File: src/rtl/scpa_pkg.sv
// ----------------------------------------------------------------------------
// scpa_pkg
// types and constants of the size class pool allocator
// ----------------------------------------------------------------------------
`timescale 1ns / 1ps
package scpa_pkg;
  localparam logic [2:0] OUT_OK        = 3'd0;
  localparam logic [2:0] OUT_DIRECT    = 3'd1;
  localparam logic [2:0] OUT_REJECT    = 3'd2;
  localparam logic [2:0] OUT_EXHAUSTED = 3'd3;
  localparam logic [2:0] OUT_BAD       = 3'd4;
  localparam logic CMD_ALLOC = 1'b0;
  localparam logic CMD_FREE  = 1'b1;
  localparam logic [0:0] REG_INITIAL_GROW = 1'd0;
  localparam logic [0:0] REG_MAX_REQUEST  = 1'd1;
  typedef enum logic [5:0] {
    ST_IDLE  = 6'b000001,
    ST_DEC   = 6'b000010,
    ST_GROW  = 6'b000100,
    ST_RDREQ = 6'b001000,
    ST_RDWT  = 6'b010000,
    ST_DONE  = 6'b100000
  } state_t;
endpackage

File: src/rtl/scpa_ram.sv
// ----------------------------------------------------------------------------
// scpa_ram
// generic single port ram with registered read
// ----------------------------------------------------------------------------
`timescale 1ns / 1ps
module scpa_ram #(
  parameter int WIDTH = 6,
  parameter int DEPTH = 256
) (
  input  logic                     clk,
  input  logic                     we,
  input  logic [$clog2(DEPTH)-1:0] addr,
  input  logic [WIDTH-1:0]         wdata,
  output logic [WIDTH-1:0]         rdata
);
  logic [WIDTH-1:0] mem [DEPTH];
  always_ff @(posedge clk) begin
    if (we) mem[addr] <= wdata;
    rdata <= mem[addr];
  end
endmodule

File: src/rtl/size_class_pool_allocator_core.sv
// ----------------------------------------------------------------------------
// size_class_pool_allocator_core
// four size-class pools with lifo free stacks in one ram
// ----------------------------------------------------------------------------
// One word at a time. After reset a pass over all 256 entries clears the
// allocated bits, and in_stall stays high until it ends. Once a word is taken,
// a free, a rejected or a direct request passes ST_DEC and ST_DONE before its
// result shows; an allocate from a non-empty pool also passes ST_RDREQ and
// ST_RDWT, and an exhausted pool ST_RDREQ, as the free-stack ram has one port
// with a registered read. A growth of n blocks pushes one new block per cycle
// through that port in ST_GROW, then goes back to ST_RDREQ. The result is held
// in a register until it is taken. in_stall is high while busy, and the next
// word can be taken in the cycle after the result is taken.
`timescale 1ns / 1ps
module size_class_pool_allocator_core #(
  parameter int NUM_POOLS = 4,
  parameter int BLOCKS_PER_POOL = 64
) (
  input  logic        clk,
  input  logic        rst,
  input  logic        psel,
  input  logic        penable,
  input  logic        pwrite,
  input  logic [2:0]  paddr,
  input  logic [31:0] pwdata,
  output logic [31:0] prdata,
  output logic        pready,
  input  logic        in_valid,
  output logic        in_stall,
  input  logic        command,
  input  logic [23:0] request_size,
  input  logic [7:0]  block_handle,
  output logic        out_valid,
  input  logic        out_stall,
  output logic [2:0]  outcome,
  output logic [7:0]  granted_handle,
  output logic [31:0] bytes_in_use,
  output logic [31:0] peak_bytes,
  output logic [31:0] alloc_total,
  output logic [31:0] free_total,
  output logic [31:0] grow_total,
  output logic [31:0] error_total,
  output logic [31:0] direct_total
);
  localparam int BPP = BLOCKS_PER_POOL;
  localparam logic [6:0] BPP7 = 7'(BPP);

  scpa_pkg::state_t state;
  logic [6:0]  initial_grow;
  logic [23:0] max_request;
  logic [6:0]  stack_top   [NUM_POOLS];
  logic [6:0]  provisioned [NUM_POOLS];
  logic [6:0]  next_grow   [NUM_POOLS];
  logic        clearing;
  logic [7:0]  clr_addr;
  logic        cmd;
  logic [23:0] size;
  logic [7:0]  handle;
  logic [1:0]  pool;
  logic [6:0]  grow_left;
  logic        ram_we;
  logic [7:0]  ram_addr;
  logic [5:0]  ram_wdata;
  logic [5:0]  ram_rdata;
  logic        use_we;
  logic [7:0]  use_addr;
  logic        use_wdata;
  logic        use_rdata;

  scpa_ram #(.WIDTH(6), .DEPTH(256)) u_ram (
    .clk(clk), .we(ram_we), .addr(ram_addr), .wdata(ram_wdata), .rdata(ram_rdata)
  );

  scpa_ram #(.WIDTH(1), .DEPTH(256)) u_use (
    .clk(clk), .we(use_we), .addr(use_addr), .wdata(use_wdata), .rdata(use_rdata)
  );

  assign pready = 1'b1;
  assign prdata = (paddr[2] == scpa_pkg::REG_INITIAL_GROW) ? {25'd0, initial_grow}
                                                           : {8'd0, max_request};
  assign in_stall = clearing || (state != scpa_pkg::ST_IDLE) || out_valid;

  logic [24:0] aligned;
  logic [1:0]  fit_pool;
  logic        fits;
  logic [6:0]  ng_clamp;
  logic [6:0]  room;
  logic [6:0]  grow_n;
  logic [7:0]  ng_dbl;
  logic [31:0] cb;
  logic [1:0]  hp;
  logic [5:0]  hi;
  logic        pool_ok;
  logic        free_ok;
  always_comb begin
    aligned = (25'(size) + 25'd7) & ~25'd7;
    fits = 1'b1;
    fit_pool = 2'd0;
    if (aligned <= 25'd8) fit_pool = 2'd0;
    else if (aligned <= 25'd16) fit_pool = 2'd1;
    else if (aligned <= 25'd32) fit_pool = 2'd2;
    else if (aligned <= 25'd64) fit_pool = 2'd3;
    else fits = 1'b0;
    if (int'(fit_pool) >= NUM_POOLS) fits = 1'b0;
    ng_clamp = (next_grow[pool] == 7'd0) ? 7'd1 :
               (next_grow[pool] > BPP7) ? BPP7 : next_grow[pool];
    room = BPP7 - provisioned[pool];
    grow_n = (ng_clamp > room) ? room : ng_clamp;
    ng_dbl = {ng_clamp, 1'b0};
    cb = 32'd8 << pool;
    hp = handle[7:6];
    hi = handle[5:0];
    pool_ok = int'(hp) < NUM_POOLS;
    free_ok = pool_ok && (7'(hi) < provisioned[hp]) && use_rdata;
  end

  always_comb begin
    ram_we = 1'b0;
    ram_addr = {pool, stack_top[pool][5:0] - 6'd1};
    ram_wdata = provisioned[pool][5:0];
    if (state == scpa_pkg::ST_GROW) begin
      ram_we = grow_left != 7'd0;
      ram_addr = {pool, stack_top[pool][5:0]};
    end else if (state == scpa_pkg::ST_DEC && cmd == scpa_pkg::CMD_FREE) begin
      ram_we = free_ok && stack_top[hp] < 7'd64;
      ram_addr = {hp, stack_top[hp][5:0]};
      ram_wdata = hi;
    end
  end

  always_comb begin
    use_we = 1'b0;
    use_addr = block_handle;
    use_wdata = 1'b0;
    if (clearing) begin
      use_we = 1'b1;
      use_addr = clr_addr;
    end else if (state == scpa_pkg::ST_DEC && cmd == scpa_pkg::CMD_FREE) begin
      use_we = free_ok;
      use_addr = handle;
    end else if (state == scpa_pkg::ST_RDWT) begin
      use_we = 1'b1;
      use_addr = {pool, ram_rdata};
      use_wdata = 1'b1;
    end
  end

  always_ff @(posedge clk) begin
    if (rst) begin
      state <= scpa_pkg::ST_IDLE;
      initial_grow <= 7'd4;
      max_request <= 24'd1048576;
      for (int p = 0; p < NUM_POOLS; p++) begin
        stack_top[p] <= '0;
        provisioned[p] <= '0;
        next_grow[p] <= 7'd4;
      end
      clearing <= 1'b1;
      clr_addr <= '0;
      out_valid <= 1'b0;
      bytes_in_use <= '0;
      peak_bytes <= '0;
      alloc_total <= '0;
      free_total <= '0;
      grow_total <= '0;
      error_total <= '0;
      direct_total <= '0;
    end else begin
      if (clearing) begin
        clr_addr <= clr_addr + 8'd1;
        if (clr_addr == 8'hFF) clearing <= 1'b0;
      end
      if (psel && penable && pwrite) begin
        if (paddr == 3'd0) begin
          initial_grow <= pwdata[6:0];
          for (int p = 0; p < NUM_POOLS; p++)
            if (provisioned[p] == 7'd0) next_grow[p] <= pwdata[6:0];
        end else if (paddr == 3'd4) begin
          max_request <= pwdata[23:0];
        end
      end
      if (out_valid && !out_stall) out_valid <= 1'b0;
      case (state)
        scpa_pkg::ST_IDLE: begin
          if (in_valid && !in_stall) begin
            cmd <= command;
            size <= request_size;
            handle <= block_handle;
            state <= scpa_pkg::ST_DEC;
          end
        end
        scpa_pkg::ST_DEC: begin
          granted_handle <= '0;
          if (cmd == scpa_pkg::CMD_FREE) begin
            if (!free_ok) begin
              outcome <= scpa_pkg::OUT_BAD;
              error_total <= error_total + 32'd1;
            end else begin
              if (stack_top[hp] < 7'd64) stack_top[hp] <= stack_top[hp] + 7'd1;
              bytes_in_use <= (bytes_in_use > (32'd8 << hp)) ?
                              bytes_in_use - (32'd8 << hp) : 32'd0;
              free_total <= free_total + 32'd1;
              granted_handle <= handle;
              outcome <= scpa_pkg::OUT_OK;
            end
            state <= scpa_pkg::ST_DONE;
          end else if (size == 24'd0 || size > max_request) begin
            outcome <= scpa_pkg::OUT_REJECT;
            error_total <= error_total + 32'd1;
            state <= scpa_pkg::ST_DONE;
          end else if (!fits) begin
            outcome <= scpa_pkg::OUT_DIRECT;
            direct_total <= direct_total + 32'd1;
            state <= scpa_pkg::ST_DONE;
          end else begin
            pool <= fit_pool;
            state <= scpa_pkg::ST_RDREQ;
          end
        end
        scpa_pkg::ST_RDREQ: begin
          if (stack_top[pool] != 7'd0) begin
            state <= scpa_pkg::ST_RDWT;
          end else if (room == 7'd0) begin
            outcome <= scpa_pkg::OUT_EXHAUSTED;
            error_total <= error_total + 32'd2;
            state <= scpa_pkg::ST_DONE;
          end else begin
            grow_left <= grow_n;
            next_grow[pool] <= (ng_dbl > 8'(BPP)) ? BPP7 : ng_dbl[6:0];
            grow_total <= grow_total + 32'd1;
            state <= scpa_pkg::ST_GROW;
          end
        end
        scpa_pkg::ST_GROW: begin
          if (grow_left == 7'd0) begin
            state <= scpa_pkg::ST_RDREQ;
          end else begin
            grow_left <= grow_left - 7'd1;
            stack_top[pool] <= stack_top[pool] + 7'd1;
            provisioned[pool] <= provisioned[pool] + 7'd1;
          end
        end
        scpa_pkg::ST_RDWT: begin
          stack_top[pool] <= stack_top[pool] - 7'd1;
          bytes_in_use <= (bytes_in_use > 32'hFFFFFFFF - cb) ? 32'hFFFFFFFF
                          : bytes_in_use + cb;
          if (((bytes_in_use > 32'hFFFFFFFF - cb) ? 32'hFFFFFFFF
               : bytes_in_use + cb) > peak_bytes)
            peak_bytes <= (bytes_in_use > 32'hFFFFFFFF - cb) ? 32'hFFFFFFFF
                          : bytes_in_use + cb;
          alloc_total <= alloc_total + 32'd1;
          granted_handle <= {pool, ram_rdata};
          outcome <= scpa_pkg::OUT_OK;
          state <= scpa_pkg::ST_DONE;
        end
        scpa_pkg::ST_DONE: begin
          out_valid <= 1'b1;
          state <= scpa_pkg::ST_IDLE;
        end
        default: state <= scpa_pkg::ST_IDLE;
      endcase
    end
  end
endmodule

File: config.mk
export PLATFORM = sky130hd
export DESIGN_NAME = size_class_pool_allocator_core
export DESIGN_NICKNAME = d
export VERILOG_FILES = /design/src/rtl/scpa_pkg.sv /design/src/rtl/scpa_ram.sv /design/src/rtl/size_class_pool_allocator_core.sv
export SDC_FILE = /design/constraint.sdc
export NUM_CORES = 2
export LEC_CHECK = 0
export BUFFER_PORTS_ARGS = -buffer_cell sky130_fd_sc_hd__buf_2
export CAP_MARGIN = 0
export CORE_ASPECT_RATIO = 0.9
export CORE_UTILIZATION = 40
export DETAILED_ROUTE_END_ITERATION = 16
export GPL_TIMING_DRIVEN = 0
export PLACE_DENSITY = 0.52
export SLEW_MARGIN = 20
export SYNTH_ARGS = -nofsm -noshare
export SYNTH_HDL_FRONTEND = slang
export SYNTH_SLANG_ARGS = --single-unit
export TNS_END_PERCENT = 100
File: constraint.sdc
create_clock -name clk -period 15.9 [get_ports clk]
set_input_delay 0.795 -clock clk [delete_from_list [all_inputs] [get_ports clk]]
set_output_delay 0.795 -clock clk [all_outputs]
set_load 0.01 [all_outputs]
==> results_dict.tcl <==
set metrics [dict create \
    status "completed" \
    grt_setup_unrepaired "no" \
    dieArea_mm2 0.241 \
    dpl_cell_area_mm2 0.106 \
    internal_power_mw 9.64 \
    synth_area_per_cell_um2 12.0 \
    p_sw_mw 3.47 \
    routed.top_layer "met5" \
    h-tree-depth 4 \
    fin_area_mm2 0.114 \
    min_path_type "in2reg" \
    slowest_delay_ns 0.74 \
    grt_usage_pct 44.9 \
    io_pins 345 \
    leakagePower_nw 39.9 \
    io_buffer_count 326 \
    synth_flop_cell "edfxtp_1" \
    maxSlewViolCount 0 \
    firstDrtPassIters 7 \
    num_rows 169 \
    die_y_um 466 \
    crit_required_ns 16.66 \
    postCtsSetupBuffers 0 \
    synth_warnings 0 \
    clkPwrFrac_pct 42.9 \
    slew-limit-headroom_pct 3.79 \
    synthArstFlopShare_pct 0 \
    met1Wirelength_um 196000 \
    finalCriticalPeriod_ns 9.64 \
    ys_seq_area_share_pct 66.4 \
    wl_per_cell_um 45.5 \
    synth-edff-count 1925 \
    grt_max_degree 69 \
    dpl.hpwl_um 394000 \
    viasPerCell 6.69 \
    place_congestion 1.07 \
    ant_nets 0 \
    final-setup-viol-count 0 \
    netlist_area_mm2 0.0957 \
    critPathMaxFanout 10 \
    place_inst 11679 \
    cts_buffers 232 \
    timing.fmax_mhz 104 \
    start_util_pct 40.4 \
    tritoncts "yes" \
    comb_power_share_pct 9.2 \
    path_clk_slew_ns 0.06 \
    num-nets-final 8920 \
    grt-ovfl-total 0 \
    synth.distinct_cells 87 \
    total_power_mw 13.1 \
    drt_wl_total_um 555000 \
    powerDensity_mw_per_mm2 115 \
    critPathKind "reg2reg" \
    grt_pass1_wl_um 709000 \
    clock-root-buffer "clkbuf_16" \
    skew_ns 0.0858 \
    critPathLaunchType "register" \
    vias 81720 \
    cp-end-kind "register" \
    worstMarginPinSlew_ns 1.44 \
    drive_gt1_share_pct 14.6 \
    wl_met3_um 77500 \
    hold_viol 0 \
    core_area_mm2 0.237 \
    power_frac_seq_pct 47.9 \
    peakVddDrop_uv 125 \
    grt_pass1_vias 71876 \
    cts.repair.resized 0 \
    synth_seq_cells 2209 \
    fillers 21367 \
    worstPathArrival_ns 10.40 \
    cpMostUsedCell "clkbuf_1" \
    ctsHoldBuffers 0 \
    area_delta_synth_final_pct 19.1 \
    cts_max_path_buffers 3 \
    antenna_found_initial 108 \
    drc 0 \
    swShare_pct 26.4 \
    drt-initial-drc-count 14670 \
    syn_inst 7993 \
    stdcell_count 12212 \
    finalCritPeriodShare_pct 60.6 \
    dieWidth_um 518 \
    wl_met2_um 232000 \
    slowest_stage "buf_1" \
    cts.sinks 2209 \
    cap_violations 0 \
    clk_latency_ns 0.94 \
]
[state kept, by name, indices dropped and copies added, names as in the netlist, 6 cells and up, named ones only]
register,cells
free_total,32
alloc_total,32
grow_left,7
initial_grow,7
provisioned,28
granted_handle,8
error_total,32
max_request,24
bytes_in_use,32
stack_top,28
peak_bytes,32
state,6
grow_total,32
size,24
u_ram.rdata,6
clr_addr,8
next_grow,28
handle,8
direct_total,32
u_ram.mem,1536
u_use.mem,256
[metrics by stage]
stage	hold slack, ns	setup slack, ns	utilization [%]	TNS, ns
3_5_place_dp	0.463	6.32	44.9	0
4_1_cts	0.0484	6.25	48.1	0
2_1_floorplan	0.445	2.51	-	0
6_report	0.0631	6.26	48.2	0
3_3_place_gp	0.456	-15.69	42.8	-7655.96
5_1_grt	0.0416	5.79	48.1	0
[worst paths after layout]
check | start | to | slack (ns) | depth (start not counted)
max reg2reg | pool[0]$_SDFFCE_PP0P_ | peak_bytes[29]$_SDFFE_PP0P_ | 6.26 | 26
min | request_size[15] | size[15]$_DFFE_PP_ | 0.06 | 1
min reg2reg | max_request[17]$_SDFFE_PP0P_ | max_request[17]$_SDFFE_PP0P_ | 0.47 | 2
max | pool[0]$_SDFFCE_PP0P_ | peak_bytes[29]$_SDFFE_PP0P_ | 6.26 | 26
[synth_stat cells, drive strengths merged, types with 42 or more instances]
cell / count / area share (%)
edfxtp: 1925 / 60
nand2: 1346 / 5.3
nor2: 814 / 3.2
nand3: 408 / 2.1
clkbuf: 394 / 1.5
a21oi: 358 / 1.9
dfxtp: 284 / 5.9
and3: 194 / 1.3
buf: 178 / 0.89
a211oi: 171 / 1.3
a311oi: 156 / 1.4
mux2i: 151 / 1.6
o21ai: 149 / 0.78
inv: 136 / 0.53
a221oi: 126 / 1.2
ha: 93 / 1.2
nor3: 90 / 0.48
xor2: 79 / 0.72
nand4: 77 / 0.50
nor4: 64 / 0.42
or3: 61 / 0.40
xnor2: 61 / 0.56
mux4: 59 / 1.4
a31oi: 58 / 0.38
and2: 43 / 0.28
a32oi: 42 / 0.38
[worst max-delay path: cells and delay by family, from the launching register on]
family | cells | cell delay [ns]
and+or+nand+nor | 8 | 1.83
adders and majority gates | 2 | 0.76
DFF | 1 | 0.57
AOI/OAI and AO/OA | 6 | 2.00
buffers and inverters | 10 | 4.30
[power by group through the flow]
stage / Sequential, mW / Combinational, mW / Clock, mW
after floorplan: 6.42 / 0.356 / 0
after global placement: 6.45 / 0.985 / 0
final: 6.28 / 1.21 / 5.62
after CTS: 6.28 / 1.10 / 5.58
after global routing: 6.28 / 1.14 / 5.81
after detailed placement: 6.40 / 1.09 / 0
[cell families (layout without fill, tap and decap cells)]
kind of cell	after synthesis	count (layout)	share of synthesized area (%)
AOI/OAI and AO/OA	1355	1355	9.79
DFF	2209	2209	66.4
other	2	105	0.00785
buffers and inverters	708	1661	2.97
adders and majority gates	95	95	1.26
and+or+nand+nor	3262	3262	15.2
xor gates and xnor gates	140	140	1.28
muxes	222	222	3.11
[cell usage in the layout, fill, tap and decap left out, types with 96 or more instances in the layout]
cell type | synthesis | routed
nand3_1 | 408 | 408
mux2i_1 | 151 | 151
a221oi_1 | 126 | 125
buf_2 | 105 | 478
a21oi_1 | 358 | 357
clkbuf_1 | 394 | 301
and3_1 | 194 | 194
inv_1 | 136 | 136
dfxtp_1 | 284 | 284
nor2_1 | 811 | 782
diode_2 | 0 | 96
nand2_1 | 1345 | 1340
a211oi_1 | 171 | 171
o21ai_0 | 143 | 139
a311oi_1 | 156 | 153
clkbuf_2 | 0 | 149
clkbuf_16 | 0 | 234
edfxtp_1 | 1925 | 1925
[per-layer routing]
layer  up-vias  global-route usage [%]
li1      31482                       -
met1     40912                    53.7
met2      7323                    64.5
met3      1963                    19.0
met4        40                    33.4
met5         -                       0
[layout make-up]
type                            count  area (um2)  area share (%)
Sequential cell                  2209       63500            55.7
Multi-Input combinational cell   5083       29700            26.0
Clock buffer                      295        6120            5.37
Timing Repair Buffer              516        5980            5.25
Tap cell                         3163        3960            3.47
Buffer                            572        2580            2.26
Clock inverter                    142        1470            1.29
Inverter                          136         510           0.448
Antenna cell                       96         240           0.211
Power figures use the tool's default switching activity.
